## src/rtl/art_pkg.sv

```systemverilog
// Shared types and constants of the acknowledgement retransmit table.
package art_pkg;

   localparam int TABLE_ENTRIES_DEFAULT = 8;
   localparam int MAX_RESULTS           = 8;
   localparam int QUEUE_DEPTH           = 2;

   localparam logic [15:0] TIMEOUT_RESET = 16'd1000;
   localparam logic [7:0]  ATTEMPT_MAX   = 8'd255;
   localparam logic [7:0]  ATTEMPT_FIRST = 8'd1;

   // Command codes on the request channel
   localparam logic [1:0] CMD_RECORD = 2'd0;
   localparam logic [1:0] CMD_ACK    = 2'd1;
   localparam logic [1:0] CMD_TICK   = 2'd2;

   typedef enum logic [1:0] {
      OP_RECORD,
      OP_ACK,
      OP_TICK
   } op_kind_type;

   typedef struct packed {
      op_kind_type kind;
      logic [31:0] now_ms;
      logic [7:0]  src_id;
      logic [7:0]  dst_id;
      logic [15:0] crc;
      logic [7:0]  packet_ref;
   } op_type;

   typedef struct packed {
      logic [2:0]  slot;
      logic [7:0]  pkt_ref;
      logic [7:0]  src;
      logic [7:0]  dst;
      logic [15:0] crc;
      logic [7:0]  attempt;
   } resend_type;

endpackage

```

## src/rtl/art_front.sv

```systemverilog
// Front end: classifies request items and queues the ones that do work.
module art_front (
   input  logic                clock,
   input  logic                reset,
   input  logic                req_valid,
   output logic                req_stall,
   input  logic [1:0]          req_cmd,
   input  logic [31:0]         req_now_ms,
   input  logic [7:0]          req_src_id,
   input  logic [7:0]          req_dst_id,
   input  logic [15:0]         req_crc,
   input  logic                req_ack_requested,
   input  logic [7:0]          req_packet_ref,
   output logic                q_valid,
   input  logic                q_pop,
   output art_pkg::op_type     q_op
);

   localparam int PTR_W = (art_pkg::QUEUE_DEPTH > 1) ? $clog2(art_pkg::QUEUE_DEPTH) : 1;
   localparam int CNT_W = $clog2(art_pkg::QUEUE_DEPTH + 1);
   localparam logic [CNT_W-1:0] FULL_COUNT = CNT_W'(art_pkg::QUEUE_DEPTH);

   art_pkg::op_type   queue_ff [art_pkg::QUEUE_DEPTH];
   logic [PTR_W-1:0]  wr_ptr_ff, wr_ptr_in;
   logic [PTR_W-1:0]  rd_ptr_ff, rd_ptr_in;
   logic [CNT_W-1:0]  count_ff, count_in;
   art_pkg::op_type   op_new;
   logic              keep;
   logic              push;
   logic              pop;

   // Decode the command; drop records without ack request and unknown codes
   always_comb begin
      keep        = 1'b0;
      op_new.kind = art_pkg::OP_TICK;
      unique case (req_cmd)
         art_pkg::CMD_RECORD: begin
            keep        = req_ack_requested;
            op_new.kind = art_pkg::OP_RECORD;
         end
         art_pkg::CMD_ACK: begin
            keep        = 1'b1;
            op_new.kind = art_pkg::OP_ACK;
         end
         art_pkg::CMD_TICK: begin
            keep        = 1'b1;
            op_new.kind = art_pkg::OP_TICK;
         end
         default: begin
            keep = 1'b0;
         end
      endcase
      op_new.now_ms     = req_now_ms;
      op_new.src_id     = req_src_id;
      op_new.dst_id     = req_dst_id;
      op_new.crc        = req_crc;
      op_new.packet_ref = req_packet_ref;
   end

   assign req_stall = (count_ff == FULL_COUNT);
   assign q_valid   = (count_ff != '0);
   assign q_op      = queue_ff[rd_ptr_ff];
   assign push      = req_valid && !req_stall && keep;
   assign pop       = q_pop && q_valid;

   always_comb begin
      wr_ptr_in = push ? wr_ptr_ff + 1'b1 : wr_ptr_ff;
      rd_ptr_in = pop ? rd_ptr_ff + 1'b1 : rd_ptr_ff;
      count_in  = count_ff + CNT_W'(push) - CNT_W'(pop);
   end

   always_ff @(posedge clock) begin
      if (reset) begin
         wr_ptr_ff <= '0;
         rd_ptr_ff <= '0;
         count_ff  <= '0;
      end else begin
         wr_ptr_ff <= wr_ptr_in;
         rd_ptr_ff <= rd_ptr_in;
         count_ff  <= count_in;
      end
      if (push) begin
         queue_ff[wr_ptr_ff] <= op_new;
      end
   end

endmodule

```

## src/rtl/art_engine.sv

```systemverilog
// Back end: table memories, record insert, and the ack and tick scan pipeline.
module art_engine #(
   parameter int TABLE_ENTRIES = art_pkg::TABLE_ENTRIES_DEFAULT
) (
   input  logic                 clock,
   input  logic                 reset,
   input  logic [15:0]          timeout,
   input  logic                 q_valid,
   output logic                 q_pop,
   input  art_pkg::op_type      q_op,
   output logic                 rsp_valid,
   input  logic                 rsp_stall,
   output art_pkg::resend_type  rsp_data,
   output logic                 rsp_last
);

   localparam int IDX_W  = (TABLE_ENTRIES > 1) ? $clog2(TABLE_ENTRIES) : 1;
   localparam int CNT_W  = $clog2(TABLE_ENTRIES + 1);
   localparam int EMIT_W = $clog2(art_pkg::MAX_RESULTS + 1);
   localparam logic [IDX_W-1:0]  LAST_IDX = IDX_W'(TABLE_ENTRIES - 1);
   localparam logic [CNT_W-1:0]  SCAN_LEN = CNT_W'(TABLE_ENTRIES);
   localparam logic [EMIT_W-1:0] EMIT_CAP = EMIT_W'(art_pkg::MAX_RESULTS);

   typedef enum logic [1:0] {
      ST_IDLE,
      ST_SCAN,
      ST_DRAIN
   } state_type;

   // Table memories, addressed by physical slot
   logic [31:0] expiry_mem_ff  [TABLE_ENTRIES];
   logic [7:0]  attempt_mem_ff [TABLE_ENTRIES];
   logic [7:0]  src_mem_ff     [TABLE_ENTRIES];
   logic [7:0]  dst_mem_ff     [TABLE_ENTRIES];
   logic [15:0] crc_mem_ff     [TABLE_ENTRIES];
   logic [7:0]  ref_mem_ff     [TABLE_ENTRIES];

   logic [31:0] rd_expiry_ff;
   logic [7:0]  rd_attempt_ff;
   logic [7:0]  rd_src_ff;
   logic [7:0]  rd_dst_ff;
   logic [15:0] rd_crc_ff;
   logic [7:0]  rd_ref_ff;

   state_type               state_ff, state_in;
   logic [IDX_W-1:0]        head_ff, head_in;
   logic [TABLE_ENTRIES-1:0] valid_ff, valid_in;
   art_pkg::op_type         op_ff, op_in;
   logic [CNT_W-1:0]        issue_cnt_ff, issue_cnt_in;
   logic [IDX_W-1:0]        rd_addr_ff, rd_addr_in;
   logic [EMIT_W-1:0]       emit_cnt_ff, emit_cnt_in;

   logic                    s1_valid_ff, s1_valid_in;
   logic [IDX_W-1:0]        s1_addr_ff, s1_addr_in;
   logic [2:0]              s1_slot_ff, s1_slot_in;

   logic                    s2_valid_ff, s2_valid_in;
   logic                    s2_hit_ff, s2_hit_in;
   logic [IDX_W-1:0]        s2_addr_ff, s2_addr_in;
   logic [23:0]             s2_prod_ff, s2_prod_in;
   art_pkg::resend_type     s2_info_ff, s2_info_in;

   logic                    pend_valid_ff, pend_valid_in;
   art_pkg::resend_type     pend_ff, pend_in;

   logic                    out_valid_ff, out_valid_in;
   art_pkg::resend_type     out_ff, out_in;
   logic                    out_last_ff, out_last_in;

   logic                    take;
   logic                    rec;
   logic [IDX_W-1:0]        new_head;
   logic                    out_free;
   logic                    s2_emit;
   logic                    adv;
   logic                    issuing;
   logic                    s1_live;
   logic                    s1_expired;
   logic                    s1_match;
   logic [23:0]             product;
   logic [7:0]              next_attempt;

   logic                    meta_we;
   logic [IDX_W-1:0]        meta_addr;
   logic [31:0]             meta_expiry;
   logic [7:0]              meta_attempt;

   assign take     = (state_ff == ST_IDLE) && q_valid;
   assign q_pop    = take;
   assign rec      = take && (q_op.kind == art_pkg::OP_RECORD);
   assign new_head = (head_ff == '0) ? LAST_IDX : head_ff - 1'b1;
   assign out_free = !out_valid_ff || !rsp_stall;
   assign s2_emit  = s2_valid_ff && s2_hit_ff && (op_ff.kind == art_pkg::OP_TICK) &&
                     (emit_cnt_ff != EMIT_CAP);
   // Freeze the whole pipeline while a hit cannot push the pending result out
   assign adv      = !(s2_emit && pend_valid_ff && !out_free);
   assign issuing  = (state_ff == ST_SCAN) && (issue_cnt_ff != SCAN_LEN) && adv;

   // Stage 1 evaluation on registered read data
   always_comb begin
      s1_live      = valid_ff[s1_addr_ff];
      s1_expired   = s1_live && (rd_expiry_ff < op_ff.now_ms);
      s1_match     = s1_live && (rd_dst_ff == op_ff.src_id) && (rd_src_ff == op_ff.dst_id) &&
                     (rd_crc_ff == op_ff.crc);
      product      = timeout * rd_attempt_ff;
      next_attempt = (rd_attempt_ff == art_pkg::ATTEMPT_MAX) ? art_pkg::ATTEMPT_MAX
                                                             : rd_attempt_ff + 8'd1;
   end

   // Metadata write port: record insert or tick write-back
   always_comb begin
      if (rec) begin
         meta_we      = 1'b1;
         meta_addr    = new_head;
         meta_expiry  = q_op.now_ms + 32'(timeout);
         meta_attempt = art_pkg::ATTEMPT_FIRST;
      end else begin
         meta_we      = adv && s2_emit;
         meta_addr    = s2_addr_ff;
         meta_expiry  = op_ff.now_ms + 32'(s2_prod_ff);
         meta_attempt = s2_info_ff.attempt;
      end
   end

   always_comb begin
      state_in      = state_ff;
      head_in       = head_ff;
      valid_in      = valid_ff;
      op_in         = op_ff;
      issue_cnt_in  = issue_cnt_ff;
      rd_addr_in    = rd_addr_ff;
      emit_cnt_in   = emit_cnt_ff;
      s1_valid_in   = s1_valid_ff;
      s1_addr_in    = s1_addr_ff;
      s1_slot_in    = s1_slot_ff;
      s2_valid_in   = s2_valid_ff;
      s2_hit_in     = s2_hit_ff;
      s2_addr_in    = s2_addr_ff;
      s2_prod_in    = s2_prod_ff;
      s2_info_in    = s2_info_ff;
      pend_valid_in = pend_valid_ff;
      pend_in       = pend_ff;
      out_valid_in  = out_valid_ff && rsp_stall;
      out_in        = out_ff;
      out_last_in   = out_last_ff;

      if (rec) begin
         head_in           = new_head;
         valid_in[new_head] = 1'b1;
      end

      // Advance the scan pipeline
      if (adv) begin
         s1_valid_in = issuing;
         if (issuing) begin
            s1_addr_in   = rd_addr_ff;
            s1_slot_in   = 3'(issue_cnt_ff);
            rd_addr_in   = (rd_addr_ff == LAST_IDX) ? '0 : rd_addr_ff + 1'b1;
            issue_cnt_in = issue_cnt_ff + 1'b1;
         end
         s2_valid_in = s1_valid_ff;
         s2_hit_in   = (op_ff.kind == art_pkg::OP_TICK) ? s1_expired : s1_match;
         s2_addr_in  = s1_addr_ff;
         s2_prod_in  = product;
         s2_info_in.slot    = s1_slot_ff;
         s2_info_in.pkt_ref = rd_ref_ff;
         s2_info_in.src     = rd_src_ff;
         s2_info_in.dst     = rd_dst_ff;
         s2_info_in.crc     = rd_crc_ff;
         s2_info_in.attempt = next_attempt;

         // Acknowledged entry: free the slot
         if (s2_valid_ff && s2_hit_ff && (op_ff.kind == art_pkg::OP_ACK)) begin
            valid_in[s2_addr_ff] = 1'b0;
         end

         // Retransmission: hold it pending until we know whether it ends the run
         if (s2_emit) begin
            if (pend_valid_ff) begin
               out_valid_in = 1'b1;
               out_in       = pend_ff;
               out_last_in  = 1'b0;
            end
            pend_valid_in = 1'b1;
            pend_in       = s2_info_ff;
            emit_cnt_in   = emit_cnt_ff + 1'b1;
         end
      end

      unique case (state_ff)
         ST_IDLE: begin
            if (take && (q_op.kind != art_pkg::OP_RECORD)) begin
               state_in     = ST_SCAN;
               op_in        = q_op;
               issue_cnt_in = '0;
               rd_addr_in   = head_ff;
               emit_cnt_in  = '0;
            end
         end
         ST_SCAN: begin
            if ((issue_cnt_ff == SCAN_LEN) && !s1_valid_ff && !s2_valid_ff) begin
               state_in = ST_DRAIN;
            end
         end
         ST_DRAIN: begin
            if (!pend_valid_ff) begin
               state_in = ST_IDLE;
            end else if (out_free) begin
               out_valid_in  = 1'b1;
               out_in        = pend_ff;
               out_last_in   = 1'b1;
               pend_valid_in = 1'b0;
               state_in      = ST_IDLE;
            end
         end
         default: begin
            state_in = ST_IDLE;
         end
      endcase
   end

   always_ff @(posedge clock) begin
      if (reset) begin
         state_ff      <= ST_IDLE;
         head_ff       <= '0;
         valid_ff      <= '0;
         issue_cnt_ff  <= '0;
         emit_cnt_ff   <= '0;
         s1_valid_ff   <= 1'b0;
         s2_valid_ff   <= 1'b0;
         pend_valid_ff <= 1'b0;
         out_valid_ff  <= 1'b0;
      end else begin
         state_ff      <= state_in;
         head_ff       <= head_in;
         valid_ff      <= valid_in;
         issue_cnt_ff  <= issue_cnt_in;
         emit_cnt_ff   <= emit_cnt_in;
         s1_valid_ff   <= s1_valid_in;
         s2_valid_ff   <= s2_valid_in;
         pend_valid_ff <= pend_valid_in;
         out_valid_ff  <= out_valid_in;
      end
      op_ff       <= op_in;
      rd_addr_ff  <= rd_addr_in;
      s1_addr_ff  <= s1_addr_in;
      s1_slot_ff  <= s1_slot_in;
      s2_hit_ff   <= s2_hit_in;
      s2_addr_ff  <= s2_addr_in;
      s2_prod_ff  <= s2_prod_in;
      s2_info_ff  <= s2_info_in;
      pend_ff     <= pend_in;
      out_ff      <= out_in;
      out_last_ff <= out_last_in;
   end

   // Metadata memory
   always_ff @(posedge clock) begin
      if (meta_we) begin
         expiry_mem_ff[meta_addr]  <= meta_expiry;
         attempt_mem_ff[meta_addr] <= meta_attempt;
      end
      if (issuing) begin
         rd_expiry_ff  <= expiry_mem_ff[rd_addr_ff];
         rd_attempt_ff <= attempt_mem_ff[rd_addr_ff];
      end
   end

   // Packet memory, written on record only
   always_ff @(posedge clock) begin
      if (rec) begin
         src_mem_ff[new_head] <= q_op.src_id;
         dst_mem_ff[new_head] <= q_op.dst_id;
         crc_mem_ff[new_head] <= q_op.crc;
         ref_mem_ff[new_head] <= q_op.packet_ref;
      end
      if (issuing) begin
         rd_src_ff <= src_mem_ff[rd_addr_ff];
         rd_dst_ff <= dst_mem_ff[rd_addr_ff];
         rd_crc_ff <= crc_mem_ff[rd_addr_ff];
         rd_ref_ff <= ref_mem_ff[rd_addr_ff];
      end
   end

   assign rsp_valid = out_valid_ff;
   assign rsp_data  = out_ff;
   assign rsp_last  = out_last_ff;

endmodule

```

## src/rtl/ack_retransmit_table.sv

```systemverilog
// Top level of the acknowledgement retransmit table.
//
// Keeps up to TABLE_ENTRIES sent packets awaiting acknowledgement in a ring
// of memories with separate read and write ports and a head pointer; slot 0
// is the newest packet. A record item (command 0 with ack_requested set) is
// done without leaving the idle state: it moves the head back one slot,
// overwriting the oldest entry, and writes the packet with expiry now plus
// the timeout and attempt count 1. An acknowledgement and a tick each walk
// the table through a three-stage read / evaluate / write-back pipeline, one
// slot per cycle unless the result side freezes it; the engine takes no new
// item until the walk and its last result are done. The single memory read
// port sets that rate. A tick emits one result per expired active slot in
// slot order, at most eight per tick, and flags the final one with
// last_of_run; each emitted slot gets a new expiry of now plus timeout times
// its old attempt count, and its count goes up to at most 255. The front
// queue holds two items, so requests are still taken while the engine works
// until it is full; records without an ack request and unknown commands are
// dropped at the front. The timeout register resets to 1000 ms; write it
// only while the block is idle. The result register lets the engine keep
// scanning while a finished result waits to be taken, until the next hit.
module ack_retransmit_table #(
   parameter int TABLE_ENTRIES = art_pkg::TABLE_ENTRIES_DEFAULT
) (
   input  logic        clock,
   input  logic        reset,
   // Request channel
   input  logic        req_valid,
   output logic        req_stall,
   input  logic [1:0]  req_cmd,
   input  logic [31:0] req_now_ms,
   input  logic [7:0]  req_src_id,
   input  logic [7:0]  req_dst_id,
   input  logic [15:0] req_crc,
   input  logic        req_ack_requested,
   input  logic [7:0]  req_packet_ref,
   // Result channel
   output logic        rsp_valid,
   input  logic        rsp_stall,
   output logic [2:0]  rsp_resend_slot,
   output logic [7:0]  rsp_resend_ref,
   output logic [7:0]  rsp_resend_src,
   output logic [7:0]  rsp_resend_dst,
   output logic [15:0] rsp_resend_crc,
   output logic [7:0]  rsp_resend_attempt,
   output logic        rsp_last_of_run,
   // Timeout register write
   input  logic        csr_valid,
   output logic        csr_ready,
   input  logic [15:0] csr_retry_timeout_ms
);

   logic [15:0]          retry_timeout_ff, retry_timeout_in;
   logic                 q_valid;
   logic                 q_pop;
   art_pkg::op_type      q_op;
   art_pkg::resend_type  rsp_data;

   // Always ready for a register write
   assign csr_ready = 1'b1;

   // Load the base timeout on a completed write
   assign retry_timeout_in = (csr_valid && csr_ready) ? csr_retry_timeout_ms : retry_timeout_ff;

   always_ff @(posedge clock) begin
      if (reset) begin
         retry_timeout_ff <= art_pkg::TIMEOUT_RESET;
      end else begin
         retry_timeout_ff <= retry_timeout_in;
      end
   end

   // Front: classify and queue
   art_front u_front (
      .clock             (clock),
      .reset             (reset),
      .req_valid         (req_valid),
      .req_stall         (req_stall),
      .req_cmd           (req_cmd),
      .req_now_ms        (req_now_ms),
      .req_src_id        (req_src_id),
      .req_dst_id        (req_dst_id),
      .req_crc           (req_crc),
      .req_ack_requested (req_ack_requested),
      .req_packet_ref    (req_packet_ref),
      .q_valid           (q_valid),
      .q_pop             (q_pop),
      .q_op              (q_op)
   );

   // Back: table and scan engine
   art_engine #(
      .TABLE_ENTRIES (TABLE_ENTRIES)
   ) u_engine (
      .clock     (clock),
      .reset     (reset),
      .timeout   (retry_timeout_ff),
      .q_valid   (q_valid),
      .q_pop     (q_pop),
      .q_op      (q_op),
      .rsp_valid (rsp_valid),
      .rsp_stall (rsp_stall),
      .rsp_data  (rsp_data),
      .rsp_last  (rsp_last_of_run)
   );

   // Split the result record onto its ports
   assign rsp_resend_slot    = rsp_data.slot;
   assign rsp_resend_ref     = rsp_data.pkt_ref;
   assign rsp_resend_src     = rsp_data.src;
   assign rsp_resend_dst     = rsp_data.dst;
   assign rsp_resend_crc     = rsp_data.crc;
   assign rsp_resend_attempt = rsp_data.attempt;

endmodule

```

## config.mk

```make
export PLATFORM = sky130hd
export DESIGN_NAME = ack_retransmit_table
export DESIGN_NICKNAME = d
export VERILOG_FILES = /design/src/rtl/art_pkg.sv /design/src/rtl/art_front.sv /design/src/rtl/art_engine.sv /design/src/rtl/ack_retransmit_table.sv
export SDC_FILE = /design/constraint.sdc
export NUM_CORES = 2
export LEC_CHECK = 0
export ABC_AREA = 1
export BUFFER_PORTS_ARGS = -buffer_cell sky130_fd_sc_hd__buf_2
export CAP_MARGIN = 25
export CELL_PAD_IN_SITES_DETAIL_PLACEMENT = 1
export CELL_PAD_IN_SITES_GLOBAL_PLACEMENT = 1
export CORE_ASPECT_RATIO = 0.6
export CORE_UTILIZATION = 51
export CTS_CLUSTER_DIAMETER = 50
export DETAILED_ROUTE_END_ITERATION = 6
export MAX_ROUTING_LAYER = met4
export PLACE_DENSITY_LB_ADDON = 0.08
export SYNTH_ARGS = -nofsm -noshare
export SYNTH_HDL_FRONTEND = slang
export SYNTH_SLANG_ARGS = --single-unit
```

## constraint.sdc

```tcl
create_clock -name clock -period 9.5 [get_ports clock]
set_input_delay 2.375 -clock clock [delete_from_list [all_inputs] [get_ports clock]]
set_output_delay 2.375 -clock clock [all_outputs]
set_load 0.01 [all_outputs]
```

==> out/metrics.csv <==
stage;metric;value;unit
outcome;status;finished, final reports clean;
synthesis;Post-Synth Adder-Cell Area;6.43;%
setup_path;CP Launch Type;register;
floorplan;num ports;151;
route;# DRC;0;
sta;Rel. slew slack;30.9;%
synthesis;compound-gate portion of the synthesized area;7.46;%
route;DR vias/cell;5.72;
sta;worst setup margin;4.45;ns
route;Final ANT Viol Nets;0;
clock_network;Clock Path Buffers;3;
floorplan;Die W;414;um
clock_network;Num CTS Buffers;109;
synthesis;Post-synth EDFFs;1070;
sta;Setup Viol. Count Final;0;
setup_path;CP required;9.97;ns
clock_network;Clock Latency Late Sink;0.73;ns
sta;RSZ-0062 raised after global routing;false;
synthesis;synth top area cells;edfxtp_1 62%, nand2_1 6.2%, nor2_1 5.3%, dfxtp_1 3.9%, o21ai_0 3.8%;
layout;register area;34200;um^2
placement;RD Place Congestion;0.938;
layout;Filler Cell Count;10500;
placement;worst slack at placement;3.80;ns
synthesis;cell taking the most area after synthesis;edfxtp_1;
clock_network;post-CTS setup buffers;0;
clock_network;hold_buf cts;0;
floorplan;Core Region;101000;um^2
synthesis;post-synth top area share;61.7;%
setup_path;Crit Path Max Fanout;19;
synthesis;combinational family with the most area after synthesis;simple AND/OR/NAND/NOR gates;
floorplan;Die Area;103000;um^2
layout;Layout Nets;5081;
clock_network;CTS tree;done;
route;final WL;153000;um
sta;Worst Hold Slack;0.421;ns
global_route;vias in the first global route;36300;
synthesis;Syn Nets;4972;
min_path;hold crit path type;register to register;
clock_network;CTS resizes;0;
global_route;global-route wire length before repair;227000;um
route;DRT Pass-1 Iters;6;
setup_path;Crit Path Category;register to register;
clock_network;H-tree depth;3;
sta;Fmax;198;MHz
sta;fin crit share;53.1;%
synthesis;post-synthesis xor/xnor area fraction;0.774;%
layout;share of cells above drive strength 1;9.66;%
synthesis;fraction of registers with async set/reset;0;%
power_and_ir_drop;PD cells;392;nW/um^2
sta;final hold vios;0;
synthesis;Syn Inst Count;4660;
clock_network;Clock Root Buffer;clkbuf_16;
synthesis;register bit total from synthesis;1171;
floorplan;Starting Density;51.6;%
synthesis;Primary FF master, synth;edfxtp_1;
placement;HPWL Detailed;102000;um
sta;Final TNS setup;0;ns
route;detailed-route via count;35500;
sta;Final Slew Violations;0;
synthesis;Syn Std Cell Area;52000;um^2
sta;skew final;0.0409;ns
power_and_ir_drop;Worst VDD drop;0.542;mV
synthesis;Seq/Total Area, Yosys;65.6;%
setup_path;Worst setup EP type;register;
layout;footprint of the multi-input gates;15500;um^2
power_and_ir_drop;Pwr Total;0.0227;W
synthesis;synthesized area per cell;11.2;um^2
power_and_ir_drop;P_leak;23.1;nW
floorplan;die height;249;um
job;Max-Cap Viols;0;
synthesis;simple logic cell fraction of the synthesized area;13.6;%
global_route;pin count of the biggest net entering global routing;188;
route;DR WL/cell;24.7;um
synthesis;Synth cell types;50;
placement;Port Buffers;149;
route;initial drt markers;3592;
sta;Final min period;5.05;ns
synthesis;yosys warns;0;
global_route;Total Routing Usage GR;30.4;%
global_route;initial antenna violation count;13;
global_route;GR Overflow Total;0;
floorplan;Rows;90;
setup_path;CP Data Arrival Time;5.51;ns
synthesis;top cells by count, synth;1070 x edfxtp_1, 859 x nand2_1, 737 x nor2_1;
layout;Area growth syn-to-layout;11.2;%
synthesis;multiplexer area fraction after synthesis;1.12;%
clock_network;CTS sink count;1171;
sta;Worst Tran Pin Value;1.04;ns
clock_network;Worst-path clk slew;0.07;ns
synthesis;top-count cell post-synth;edfxtp_1;
-- metrics by stage --
stage	area, um^2	util [%]	std cells
finish	57900	57.4	6205
global route	57900	57.4	6205
CTS	57900	57.4	6197
detailed placement	54200	53.8	5992
global placement	54100	53.7	5989
floorplan	52000	-	4660
-- power by group --
group / internal [W] / switching (W) / total [W]
combinational: 0.00288 / 0.00712 / 0.00999
clock: 0.00255 / 0.00199 / 0.00454
sequential: 0.00750 / 0.000638 / 0.00813
total: 0.0129 / 0.00974 / 0.0227
-- cells in the final DEF, fill, tap and decap left out, types with 5 or more instances in the layout --
| master | n |
|---|---|
| edfxtp_1 | 1070 |
| nand2_1 | 858 |
| nor2_1 | 721 |
| inv_1 | 466 |
| o21ai_0 | 391 |
| buf_2 | 149 |
| ha_1 | 130 |
| clkbuf_16 | 113 |
| a21oi_1 | 101 |
| nand3_1 | 99 |
| dfxtp_1 | 98 |
| o22ai_1 | 87 |
| a31oi_1 | 86 |
| fa_1 | 86 |
| mux2_2 | 51 |
| buf_4 | 37 |
| xor2_1 | 30 |
| nor3_1 | 26 |
| clkbuf_1 | 24 |
| nor2_4 | 21 |
| o21ai_1 | 19 |
| clkinv_2 | 17 |
| nand4_1 | 16 |
| xnor2_1 | 16 |
| clkinv_1 | 16 |
| or2_2 | 12 |
| nand3b_1 | 11 |
| clkbuf_8 | 10 |
| bufinv_16 | 10 |
| nand2_2 | 9 |
| diode_2 | 8 |
| a21boi_0 | 8 |
| inv_6 | 6 |
| a21o_1 | 5 |
| o21a_1 | 5 |
| inv_8 | 5 |
| nor2_2 | 5 |
-- worst max-delay path, cell delays in order, from the launching register on --
cell,delay (ns)
edfxtp_1,0.92
nand2_1,0.18
fa_1,0.53
fa_1,0.56
inv_1,0.05
fa_1,0.47
inv_1,0.05
fa_1,0.47
inv_1,0.04
ha_1,0.33
a21oi_1,0.25
a21boi_0,0.39
o21ai_0,0.21
nand3_1,0.15
nand2_1,0.07
nand2_1,0.07
nand2_1,0.05
-- cells by family (layout without fill, tap and decap cells) --
logic type,count (synthesis),after routing
muxes,52,52
buffers and inverters,667,870
and+or+nand+nor,1791,1791
AOI/OAI and AO/OA,716,716
xor gates and xnor gates,46,46
DFF,1171,1171
adders and majority gates,216,216
other,1,9
-- state kept, by name, indices dropped and copies added, names as in the netlist, 24 cells and up, named ones only --
name and cells:
u_engine.pend_ff 51, u_engine.ref_mem_ff 64, u_engine.rd_expiry_ff 32, u_engine.s2_prod_ff 24, u_front.queue_ff 148, u_engine.attempt_mem_ff 64, u_engine.crc_mem_ff 128, u_engine.src_mem_ff 64
u_engine.dst_mem_ff 64, u_engine.expiry_mem_ff 256, u_engine.s2_info_ff 51, u_engine.rsp_data 51, u_engine.op_ff 66
-- cell type report --
| type | count | area share, % |
|---|---|---|
| sequential | 1171 | 59.0 |
| tap | 1334 | 2.88 |
| clock buffer | 147 | 5.28 |
| multi-input combinational | 2822 | 26.7 |
| antenna | 8 | 0.0346 |
| clock inverter | 58 | 1.08 |
| inverter | 476 | 3.13 |
| timing repair buffer | 189 | 1.88 |
-- routing by layer --
metal | wire [um] | vias up | global-route usage (%)
met1 | 72300 | 18100 | 45.4
met4 | 2210 | 0 | 5.65
li1 | - | 16100 | -
met3 | 13400 | 147 | 7.81
met5 | 0 | - | -
met2 | 65100 | 1201 | 42.1
-- path summary, 6_finish.rpt --
path                                   from  cells after the start                 endpoint  slack, ns
setup / recovery  u_engine.rd_attempt_ff[2]                     16  u_engine.s2_prod_ff[18]       4.45
hold / removal        u_engine.rd_ref_ff[2]                      0  u_engine.s2_info_ff[42]       0.42
setup reg to reg  u_engine.rd_attempt_ff[2]                     16  u_engine.s2_prod_ff[18]       4.45
hold reg to reg       u_engine.rd_ref_ff[2]                      0  u_engine.s2_info_ff[42]       0.42
(Power assumes the default switching activity.)
